### config.mk
export PLATFORM = sky130hd
export DESIGN_NAME = adaptive_step_dequantizer
export DESIGN_NICKNAME = d
export VERILOG_FILES = /design/src/rtl/adq_pkg.sv /design/src/rtl/adq_front.sv /design/src/rtl/adq_back.sv /design/src/rtl/adaptive_step_dequantizer.sv
export SDC_FILE = /design/constraint.sdc
export NUM_CORES = 2
export LEC_CHECK = 0
export BUFFER_PORTS_ARGS = -buffer_cell sky130_fd_sc_hd__buf_2
export CORE_UTILIZATION = 50
export CTS_CLUSTER_SIZE = 16
export DETAILED_ROUTE_END_ITERATION = 10
export PLACE_DENSITY = 0.68
export SLEW_MARGIN = 5
export SYNTH_ARGS = -nofsm -noshare
export SYNTH_HDL_FRONTEND = slang
export SYNTH_SLANG_ARGS = --single-unit
### constraint.sdc
create_clock -name clk -period 9.6 [get_ports clk]
set_input_delay 1.92 -clock clk [delete_from_list [all_inputs] [get_ports clk]]
set_output_delay 1.92 -clock clk [all_outputs]
set_load 0.05 [all_outputs]
### src/rtl/adq_pkg.sv
package adq_pkg;

    localparam int WINDOW_DEPTH = 16;

    localparam int SAMPLE_W = 16;
    localparam int STEP_W   = 15;
    localparam int SUM_W    = 20;
    localparam int LEN_W    = 5;
    localparam int FRAC_SH  = 15;
    localparam int BOUND_W  = 32 - FRAC_SH;
    localparam int LPROD_W  = LEN_W + STEP_W;

    localparam int POS_W = (WINDOW_DEPTH > 1) ? $clog2(WINDOW_DEPTH) : 1;
    localparam int DEP_W = $clog2(WINDOW_DEPTH + 1);
    localparam int CMP_A = (DEP_W > LEN_W) ? DEP_W : LEN_W;
    localparam int CMP_W = (CMP_A > POS_W + 1) ? CMP_A : POS_W + 1;

    localparam logic [STEP_W-1:0] STEP_RESET = STEP_W'(1);
    localparam logic [STEP_W-1:0] SEARCH_LO  = STEP_W'(1);
    localparam logic [STEP_W-1:0] SEARCH_HI  = STEP_W'(32767);

    localparam logic signed [SAMPLE_W-1:0] GAIN_RESET  = '0;
    localparam logic [STEP_W-1:0]          SCALE_RESET = STEP_W'(32767);
    localparam logic [LEN_W-1:0]           LEN_RESET   = LEN_W'(10);

    typedef enum logic [1:0] {
        CFG_PREDICTOR_GAIN = 2'd0,
        CFG_STEP_SCALE     = 2'd1,
        CFG_WINDOW_LENGTH  = 2'd2
    } cfg_index_t;

    typedef struct packed {
        logic signed [SAMPLE_W-1:0] code;
        logic                       last_of_block;
    } item_t;

    typedef struct packed {
        logic signed [SAMPLE_W-1:0] predictor_gain;
        logic [STEP_W-1:0]          step_scale;
        logic [LEN_W-1:0]           window_length;
    } cfg_t;

endpackage

### src/rtl/adq_front.sv
module adq_front (
    input  logic          clk,
    input  logic          rst_n,
    input  logic          s_valid,
    output logic          s_ready,
    input  adq_pkg::item_t s_item,
    output logic          q_valid,
    input  logic          q_ready,
    output adq_pkg::item_t q_item
);
    import adq_pkg::*;

    item_t       entry_reg [2];
    logic        wr_ptr_reg;
    logic        wr_ptr_next;
    logic        rd_ptr_reg;
    logic        rd_ptr_next;
    logic [1:0]  count_reg;
    logic [1:0]  count_next;
    logic        push;
    logic        pop;

    assign s_ready = (count_reg != 2'd2);
    assign q_valid = (count_reg != 2'd0);
    assign q_item  = entry_reg[rd_ptr_reg];
    assign push    = s_valid && s_ready;
    assign pop     = q_valid && q_ready;

    always_comb
    begin
        wr_ptr_next = push ? ~wr_ptr_reg : wr_ptr_reg;
        rd_ptr_next = pop ? ~rd_ptr_reg : rd_ptr_reg;
        count_next  = count_reg + 2'(push) - 2'(pop);
    end

    always_ff @(posedge clk or negedge rst_n)
    begin
        if (!rst_n)
        begin
            wr_ptr_reg <= 1'b0;
            rd_ptr_reg <= 1'b0;
            count_reg  <= 2'd0;
        end
        else
        begin
            wr_ptr_reg <= wr_ptr_next;
            rd_ptr_reg <= rd_ptr_next;
            count_reg  <= count_next;
        end
    end

    always_ff @(posedge clk)
    begin
        if (push)
        begin
            entry_reg[wr_ptr_reg] <= s_item;
        end
    end

endmodule

### src/rtl/adq_back.sv
module adq_back (
    input  logic          clk,
    input  logic          rst_n,
    input  logic          q_valid,
    output logic          q_ready,
    input  adq_pkg::item_t q_item,
    input  adq_pkg::cfg_t  cfg,
    output logic          m_valid,
    input  logic          m_ready,
    output logic [adq_pkg::SAMPLE_W-1:0] m_sample,
    output logic          m_last
);
    import adq_pkg::*;

    typedef enum logic [1:0] {
        S_IDLE,
        S_UPDATE,
        S_SCALE,
        S_SEARCH
    } state_t;

    state_t                      state_reg, state_next;
    logic [SAMPLE_W-1:0]         diff_reg, diff_next;
    logic signed [31:0]          gprod_reg, gprod_next;
    logic                        last_reg, last_next;
    logic [SAMPLE_W-1:0]         pred_reg, pred_next;
    logic signed [SAMPLE_W-1:0]  prev_reg, prev_next;
    logic [STEP_W-1:0]           step_reg, step_next;
    logic [SUM_W-1:0]            sum_reg, sum_next;
    logic [SAMPLE_W-1:0]         win_reg [WINDOW_DEPTH];
    logic [POS_W-1:0]            pos_reg, pos_next;
    logic [BOUND_W-1:0]          bound_reg, bound_next;
    logic [STEP_W-1:0]           lo_reg, lo_next;
    logic [STEP_W-1:0]           hi_reg, hi_next;
    logic [STEP_W-1:0]           s_reg, s_next;
    logic                        out_valid_reg, out_valid_next;
    logic [SAMPLE_W-1:0]         out_sample_reg, out_sample_next;
    logic                        out_last_reg, out_last_next;

    logic signed [31:0]          code_prod;
    logic signed [31:0]          gain_prod;
    logic signed [31:0]          frac_adj;
    logic [SAMPLE_W-1:0]         sample;
    logic [SAMPLE_W-1:0]         mag;
    logic [SAMPLE_W-1:0]         win_old;
    logic                        upd_fire;
    logic [CMP_W-1:0]            len_ext;
    logic [CMP_W-1:0]            ring_len;
    logic [CMP_W-1:0]            pos_inc;
    logic [SUM_W+STEP_W-1:0]     scale_prod;
    logic [LPROD_W-1:0]          len_prod;
    logic                        over;
    logic [STEP_W:0]             mid_sum;

    assign q_ready  = (state_reg == S_IDLE);
    assign m_valid  = out_valid_reg;
    assign m_sample = out_sample_reg;
    assign m_last   = out_last_reg;

    assign code_prod = q_item.code * $signed({1'b0, step_reg});
    assign gain_prod = cfg.predictor_gain * prev_reg;

    // division by 2^15 rounding toward zero
    assign frac_adj = gprod_reg[31] ? (gprod_reg + 32'sd32767) : gprod_reg;
    assign sample   = diff_reg + pred_reg;
    assign mag      = diff_reg[SAMPLE_W-1] ? (SAMPLE_W'(0) - diff_reg) : diff_reg;
    assign win_old  = win_reg[pos_reg];
    assign upd_fire = (state_reg == S_UPDATE) && (!out_valid_reg || m_ready);

    assign len_ext  = CMP_W'(cfg.window_length);
    assign ring_len = (len_ext < CMP_W'(WINDOW_DEPTH)) ? len_ext : CMP_W'(WINDOW_DEPTH);
    assign pos_inc  = CMP_W'(pos_reg) + CMP_W'(1);

    assign scale_prod = sum_reg * cfg.step_scale;
    assign len_prod   = cfg.window_length * s_reg;
    assign over       = len_prod > LPROD_W'(bound_reg);

    always_comb
    begin
        state_next      = state_reg;
        diff_next       = diff_reg;
        gprod_next      = gprod_reg;
        last_next       = last_reg;
        pred_next       = pred_reg;
        prev_next       = prev_reg;
        step_next       = step_reg;
        sum_next        = sum_reg;
        pos_next        = pos_reg;
        bound_next      = bound_reg;
        lo_next         = lo_reg;
        hi_next         = hi_reg;
        s_next          = s_reg;
        out_valid_next  = out_valid_reg && !m_ready;
        out_sample_next = out_sample_reg;
        out_last_next   = out_last_reg;
        mid_sum         = {1'b0, lo_reg} + {1'b0, hi_reg};

        case (state_reg)
            S_IDLE:
            begin
                if (q_valid)
                begin
                    diff_next  = code_prod[SAMPLE_W-1:0];
                    gprod_next = gain_prod;
                    last_next  = q_item.last_of_block;
                    state_next = S_UPDATE;
                end
            end
            S_UPDATE:
            begin
                if (upd_fire)
                begin
                    pred_next       = sample - frac_adj[FRAC_SH+SAMPLE_W-1:FRAC_SH];
                    prev_next       = $signed(sample);
                    sum_next        = sum_reg - SUM_W'(win_old) + SUM_W'(mag);
                    pos_next        = (pos_inc >= ring_len) ? '0 : pos_inc[POS_W-1:0];
                    out_valid_next  = 1'b1;
                    out_sample_next = sample;
                    out_last_next   = last_reg;
                    state_next      = S_SCALE;
                end
            end
            S_SCALE:
            begin
                bound_next = scale_prod[31:FRAC_SH];
                lo_next    = SEARCH_LO;
                hi_next    = SEARCH_HI;
                s_next     = STEP_W'((STEP_W+1)'(SEARCH_LO) + (STEP_W+1)'(SEARCH_HI) >> 1);
                state_next = S_SEARCH;
            end
            S_SEARCH:
            begin
                // one bisection round per cycle
                lo_next = over ? lo_reg : s_reg;
                hi_next = over ? s_reg : hi_reg;
                mid_sum = {1'b0, lo_next} + {1'b0, hi_next};
                s_next  = mid_sum[STEP_W:1];
                if (s_next == lo_next)
                begin
                    step_next  = s_next;
                    state_next = S_IDLE;
                end
            end
            default:
            begin
                state_next = S_IDLE;
            end
        endcase
    end

    always_ff @(posedge clk or negedge rst_n)
    begin
        if (!rst_n)
        begin
            state_reg      <= S_IDLE;
            diff_reg       <= '0;
            gprod_reg      <= '0;
            last_reg       <= 1'b0;
            pred_reg       <= '0;
            prev_reg       <= '0;
            step_reg       <= STEP_RESET;
            sum_reg        <= '0;
            pos_reg        <= '0;
            bound_reg      <= '0;
            lo_reg         <= '0;
            hi_reg         <= '0;
            s_reg          <= '0;
            out_valid_reg  <= 1'b0;
            out_sample_reg <= '0;
            out_last_reg   <= 1'b0;
            for (int i = 0; i < WINDOW_DEPTH; i++)
            begin
                win_reg[i] <= '0;
            end
        end
        else
        begin
            state_reg      <= state_next;
            diff_reg       <= diff_next;
            gprod_reg      <= gprod_next;
            last_reg       <= last_next;
            pred_reg       <= pred_next;
            prev_reg       <= prev_next;
            step_reg       <= step_next;
            sum_reg        <= sum_next;
            pos_reg        <= pos_next;
            bound_reg      <= bound_next;
            lo_reg         <= lo_next;
            hi_reg         <= hi_next;
            s_reg          <= s_next;
            out_valid_reg  <= out_valid_next;
            out_sample_reg <= out_sample_next;
            out_last_reg   <= out_last_next;
            if (upd_fire)
            begin
                win_reg[pos_reg] <= mag;
            end
        end
    end

endmodule

### src/rtl/adaptive_step_dequantizer.sv
// adaptive step dequantizer, one channel
//
// s_axis: one quantized code per request, tlast marks the last code of a block
// m_axis: one reconstructed sample per code, tlast copied from the input
// cfg:    register writes (0 predictor gain, 1 step scale, 2 window length),
//         taken every cycle; write only while no code is in flight
//
// a two-entry input queue takes codes while the back end works; the back end
// runs one code at a time: multiply, sample/window update, sum scaling, then
// 14 to 15 bisection rounds for the next step. a code taken on s_axis passes
// the queue entry, the multiply registers and the output register, the last
// loaded in the update state, so the sample shows up on m_axis before the step
// search has finished.
// the output register holds a sample until taken; a stalled receiver stops the
// back end before its update cycle, and the queue then fills and drops tready.
// reset clears prediction, step (to 1), window sum, all window entries and the
// registers to their defaults (gain 0, scale 32767, length 10).
module adaptive_step_dequantizer (
    input  logic        clk,
    input  logic        rst_n,
    input  logic        s_axis_tvalid,
    output logic        s_axis_tready,
    input  logic [15:0] s_axis_tdata,   // [15:0] code
    input  logic        s_axis_tlast,
    output logic        m_axis_tvalid,
    input  logic        m_axis_tready,
    output logic [15:0] m_axis_tdata,   // [15:0] sample_out
    output logic        m_axis_tlast,
    input  logic        cfg_valid,
    output logic        cfg_ready,
    input  logic [1:0]  cfg_index,
    input  logic [15:0] cfg_data
);
    import adq_pkg::*;

    cfg_t  cfg_reg;
    item_t s_item;
    item_t q_item;
    logic  q_valid;
    logic  q_ready;

    assign cfg_ready          = 1'b1;
    assign s_item.code          = $signed(s_axis_tdata);
    assign s_item.last_of_block = s_axis_tlast;

    always_ff @(posedge clk or negedge rst_n)
    begin
        if (!rst_n)
        begin
            cfg_reg.predictor_gain <= GAIN_RESET;
            cfg_reg.step_scale     <= SCALE_RESET;
            cfg_reg.window_length  <= LEN_RESET;
        end
        else if (cfg_valid && cfg_ready)
        begin
            case (cfg_index)
                CFG_PREDICTOR_GAIN: cfg_reg.predictor_gain <= $signed(cfg_data);
                CFG_STEP_SCALE:     cfg_reg.step_scale     <= cfg_data[STEP_W-1:0];
                CFG_WINDOW_LENGTH:  cfg_reg.window_length  <= cfg_data[LEN_W-1:0];
                default:            ;
            endcase
        end
    end

    adq_front u_front (
        .clk     (clk),
        .rst_n   (rst_n),
        .s_valid (s_axis_tvalid),
        .s_ready (s_axis_tready),
        .s_item  (s_item),
        .q_valid (q_valid),
        .q_ready (q_ready),
        .q_item  (q_item)
    );

    adq_back u_back (
        .clk      (clk),
        .rst_n    (rst_n),
        .q_valid  (q_valid),
        .q_ready  (q_ready),
        .q_item   (q_item),
        .cfg      (cfg_reg),
        .m_valid  (m_axis_tvalid),
        .m_ready  (m_axis_tready),
        .m_sample (m_axis_tdata),
        .m_last   (m_axis_tlast)
    );

    // a full queue always has a code to hand over
    a_full_has_item: assert property (@(posedge clk) disable iff (!rst_n)
        !s_axis_tready |-> q_valid)
        else $error("input queue full but empty toward back end");

    // back end works on one code at a time
    a_one_in_flight: assert property (@(posedge clk) disable iff (!rst_n)
        (q_valid && q_ready) |=> !q_ready)
        else $error("back end took a second code while busy");

    a_len_write: assert property (@(posedge clk) disable iff (!rst_n)
        (cfg_valid && cfg_ready && (cfg_index == CFG_WINDOW_LENGTH))
        |=> (cfg_reg.window_length == $past(cfg_data[LEN_W-1:0])))
        else $error("window length write lost");

endmodule
==> results.tsv <==
metric	value	unit
status	completed	
max_stage_delay	540	ps
hold_violations	0	
crit_path_end_kind	flop	
clock_sinks	516	
final_cells	6710	
final_common_cell	nand2_1	
ys.flop_type	dfrtp_1	
grt_pass1_wl	201000	um
max-cap-violations	0	
synth.area.top_cells	fa_1 (25%), dfrtp_1 (23%), ha_1 (8.2%)	
rsz0062_at_grt	yes	
nets	6313	
clk_pin_slew	60	ps
synth_top_family_by_area	adder cells	
synth_top_area_share	24.6	%
tightest_slew	1260	ps
wirelength	122000	um
finClkSkew	33.1	ps
cp_slowest_cell	dfrtp_1	
grt_pass1_vias	37706	
min_from	u_back.win_reg[27]	
io_pins	60	
clockBufferDepth	3	
numPortBuffers	58	
arrival	9920	ps
hold_slack	475	ps
synthSimpleGateAreaFrac	14.8	%
layout_min_cycle_time	9420	ps
num_rows	116	
grt_overflow	0	
antenna_left	0	
reg2reg_to	u_back.step_reg[12]	
layout_common_cells	nand2_1 (916), inv_1 (788), fa_1 (628), dfrtp_1 (460), o21ai_0 (413)	
cp.required	10100	ps
min_path_cells	2	
yosysUniqueCellTypes	101	
timing.slew.headroom	15.8	%
rr_startpoint	u_back.s_reg[1]	
muxShareOfSynthArea	6.25	%
synth-edff-count	34	
avgSynthCellArea	9.59	sq um
grt_max_degree	146	
holdCritPathClass	flop to flop	
drive_gt1_share	10.8	%
hold_path_end	u_back.win_reg[27]	
synthXorXnorAreaFrac	3.70	%
vias	36624	
syn_to_final_growth	8.63	%
ys_seq_area_share	25.6	%
place_ws	-182	ps
synthCells	5328	
setup_violations	0	
startpoint	u_back.s_reg[1]	
r2r_slack	180	ps
cts_tree	yes	
dpl.hpwl	91100	um
finish.utilization	55.1	%
yosysWarnings	0	
synth_compound_area_share	8.84	%
setup.worst_path.start_class	flop	
antenna_cells	0	
async_reset_ff_share	93.4	%
coreArea	0.101	sq mm
die_area	0.104	sq mm
postSynthNetCount	6332	
dp_cells	6585	
cts_buffers	55	
clk_latency	640	ps
drc	0	
max_freq	0.106	GHz
path_max_fanout	17	
largest_register_ff_count	256	
yosys_register_bits	516	
routed_via_density	5.46	
fp.dieW	322	um
synth_area	0.0511	sq mm
routedWlPerCell	18.2	um
die_h	322	um
cpMostUsedCell	fa_1	
dr.pass1.iters	5	
synthAdderAreaFrac	32.8	%
slew_viol_final	0	
cts_max_level	2	
period_share	98.1	%
reg2reg_depth	40	
drt_iter0_drc	2220	
synth_top_area_cell	fa_1	
antenna_found_initial	2	
place.gp.congestion	0.928	
track_usage	24.3	%
setup_slack	178	ps
path_class	flop to flop	
start_util	50.8	%
clock-root-buffer	clkbuf_16	
-- cells by family (layout without fill, tap and decap cells) --
group | after synthesis | count (layout)
compound gates | 752 | 752
xor+xnor | 212 | 212
fa+ha+maj | 964 | 964
buf+inv | 1063 | 1088
flops | 516 | 516
mux | 206 | 206
other cells | 1 | 1
simple gates | 1614 | 1614
-- per-layer routing --
| layer | GRT usage, % | vias up | share of wire (%) | wire (um) |
|---|---|---|---|---|
| met5 | 0 | - | 0.036 | 44 |
| met2 | 39.4 | 948 | 47 | 57300 |
| li1 | - | 16924 | - | - |
| met1 | 33.2 | 18541 | 44 | 53900 |
| met4 | 6.99 | 6 | 2.7 | 3350 |
| met3 | 4.65 | 205 | 6.2 | 7630 |
-- worst max-delay path: cells and delay by family, from the launching register on --
kind	cells	cell delay, ps
XOR/XNOR	2	310
buffers and inverters	5	660
flip-flops	1	540
AND/OR/NAND/NOR	13	2400
AO/OA/AOI/OAI	13	2820
adder cells (fa/ha/maj)	6	2210
multiplexers	1	310
-- worst max path at each step --
stage,end,slack [ps]
floorplan,u_back.step_reg[9],270
detailed placement,u_back.step_reg[1],-180
finish,u_back.step_reg[12],180
global route,u_back.step_reg[7],-250
global placement,u_back.step_reg[2],70
CTS,u_back.step_reg[1],20
-- cells in the mapped netlist (all sizes together), types with 74 or more instances --
library cell	instances
fa	629
mux4	80
and2	315
nand2	920
o21ai	426
xnor2	137
a21oi	104
xor2	74
clkbuf	241
mux2	93
inv	791
nor2	102
dfrtp	464
ha	335
-- layout make-up --
class | count | area (sq um)
Tap cell | 1357 | 1700
Fill cell | 8959 | 45200
Multi-Input combinational cell | 3749 | 34500
Timing Repair Buffer | 194 | 1460
Clock inverter | 23 | 251
Sequential cell | 516 | 13100
Inverter | 793 | 2980
Clock buffer | 78 | 1580
-- stage by stage --
stage / area [sq um] / setup TNS (ps)
2_1_floorplan: 51100 / 0
6_report: 55500 / 0
3_3_place_gp: 52900 / 0
3_5_place_dp: 52900 / -2470
5_1_grt: 55500 / -3580
4_1_cts: 54800 / 0
-- repair_timing --
action,in CTS,in global routing
pin swaps,1,29
setup endpoints to repair,16,17
hold endpoints to repair,0,0
hold buffers,0,0
setup buffers,1,21
cloned,0,2
resized for setup,3,106
Power is not shown: default switching activity piles up to over one toggle a cycle in this logic, so the estimate is an artifact.
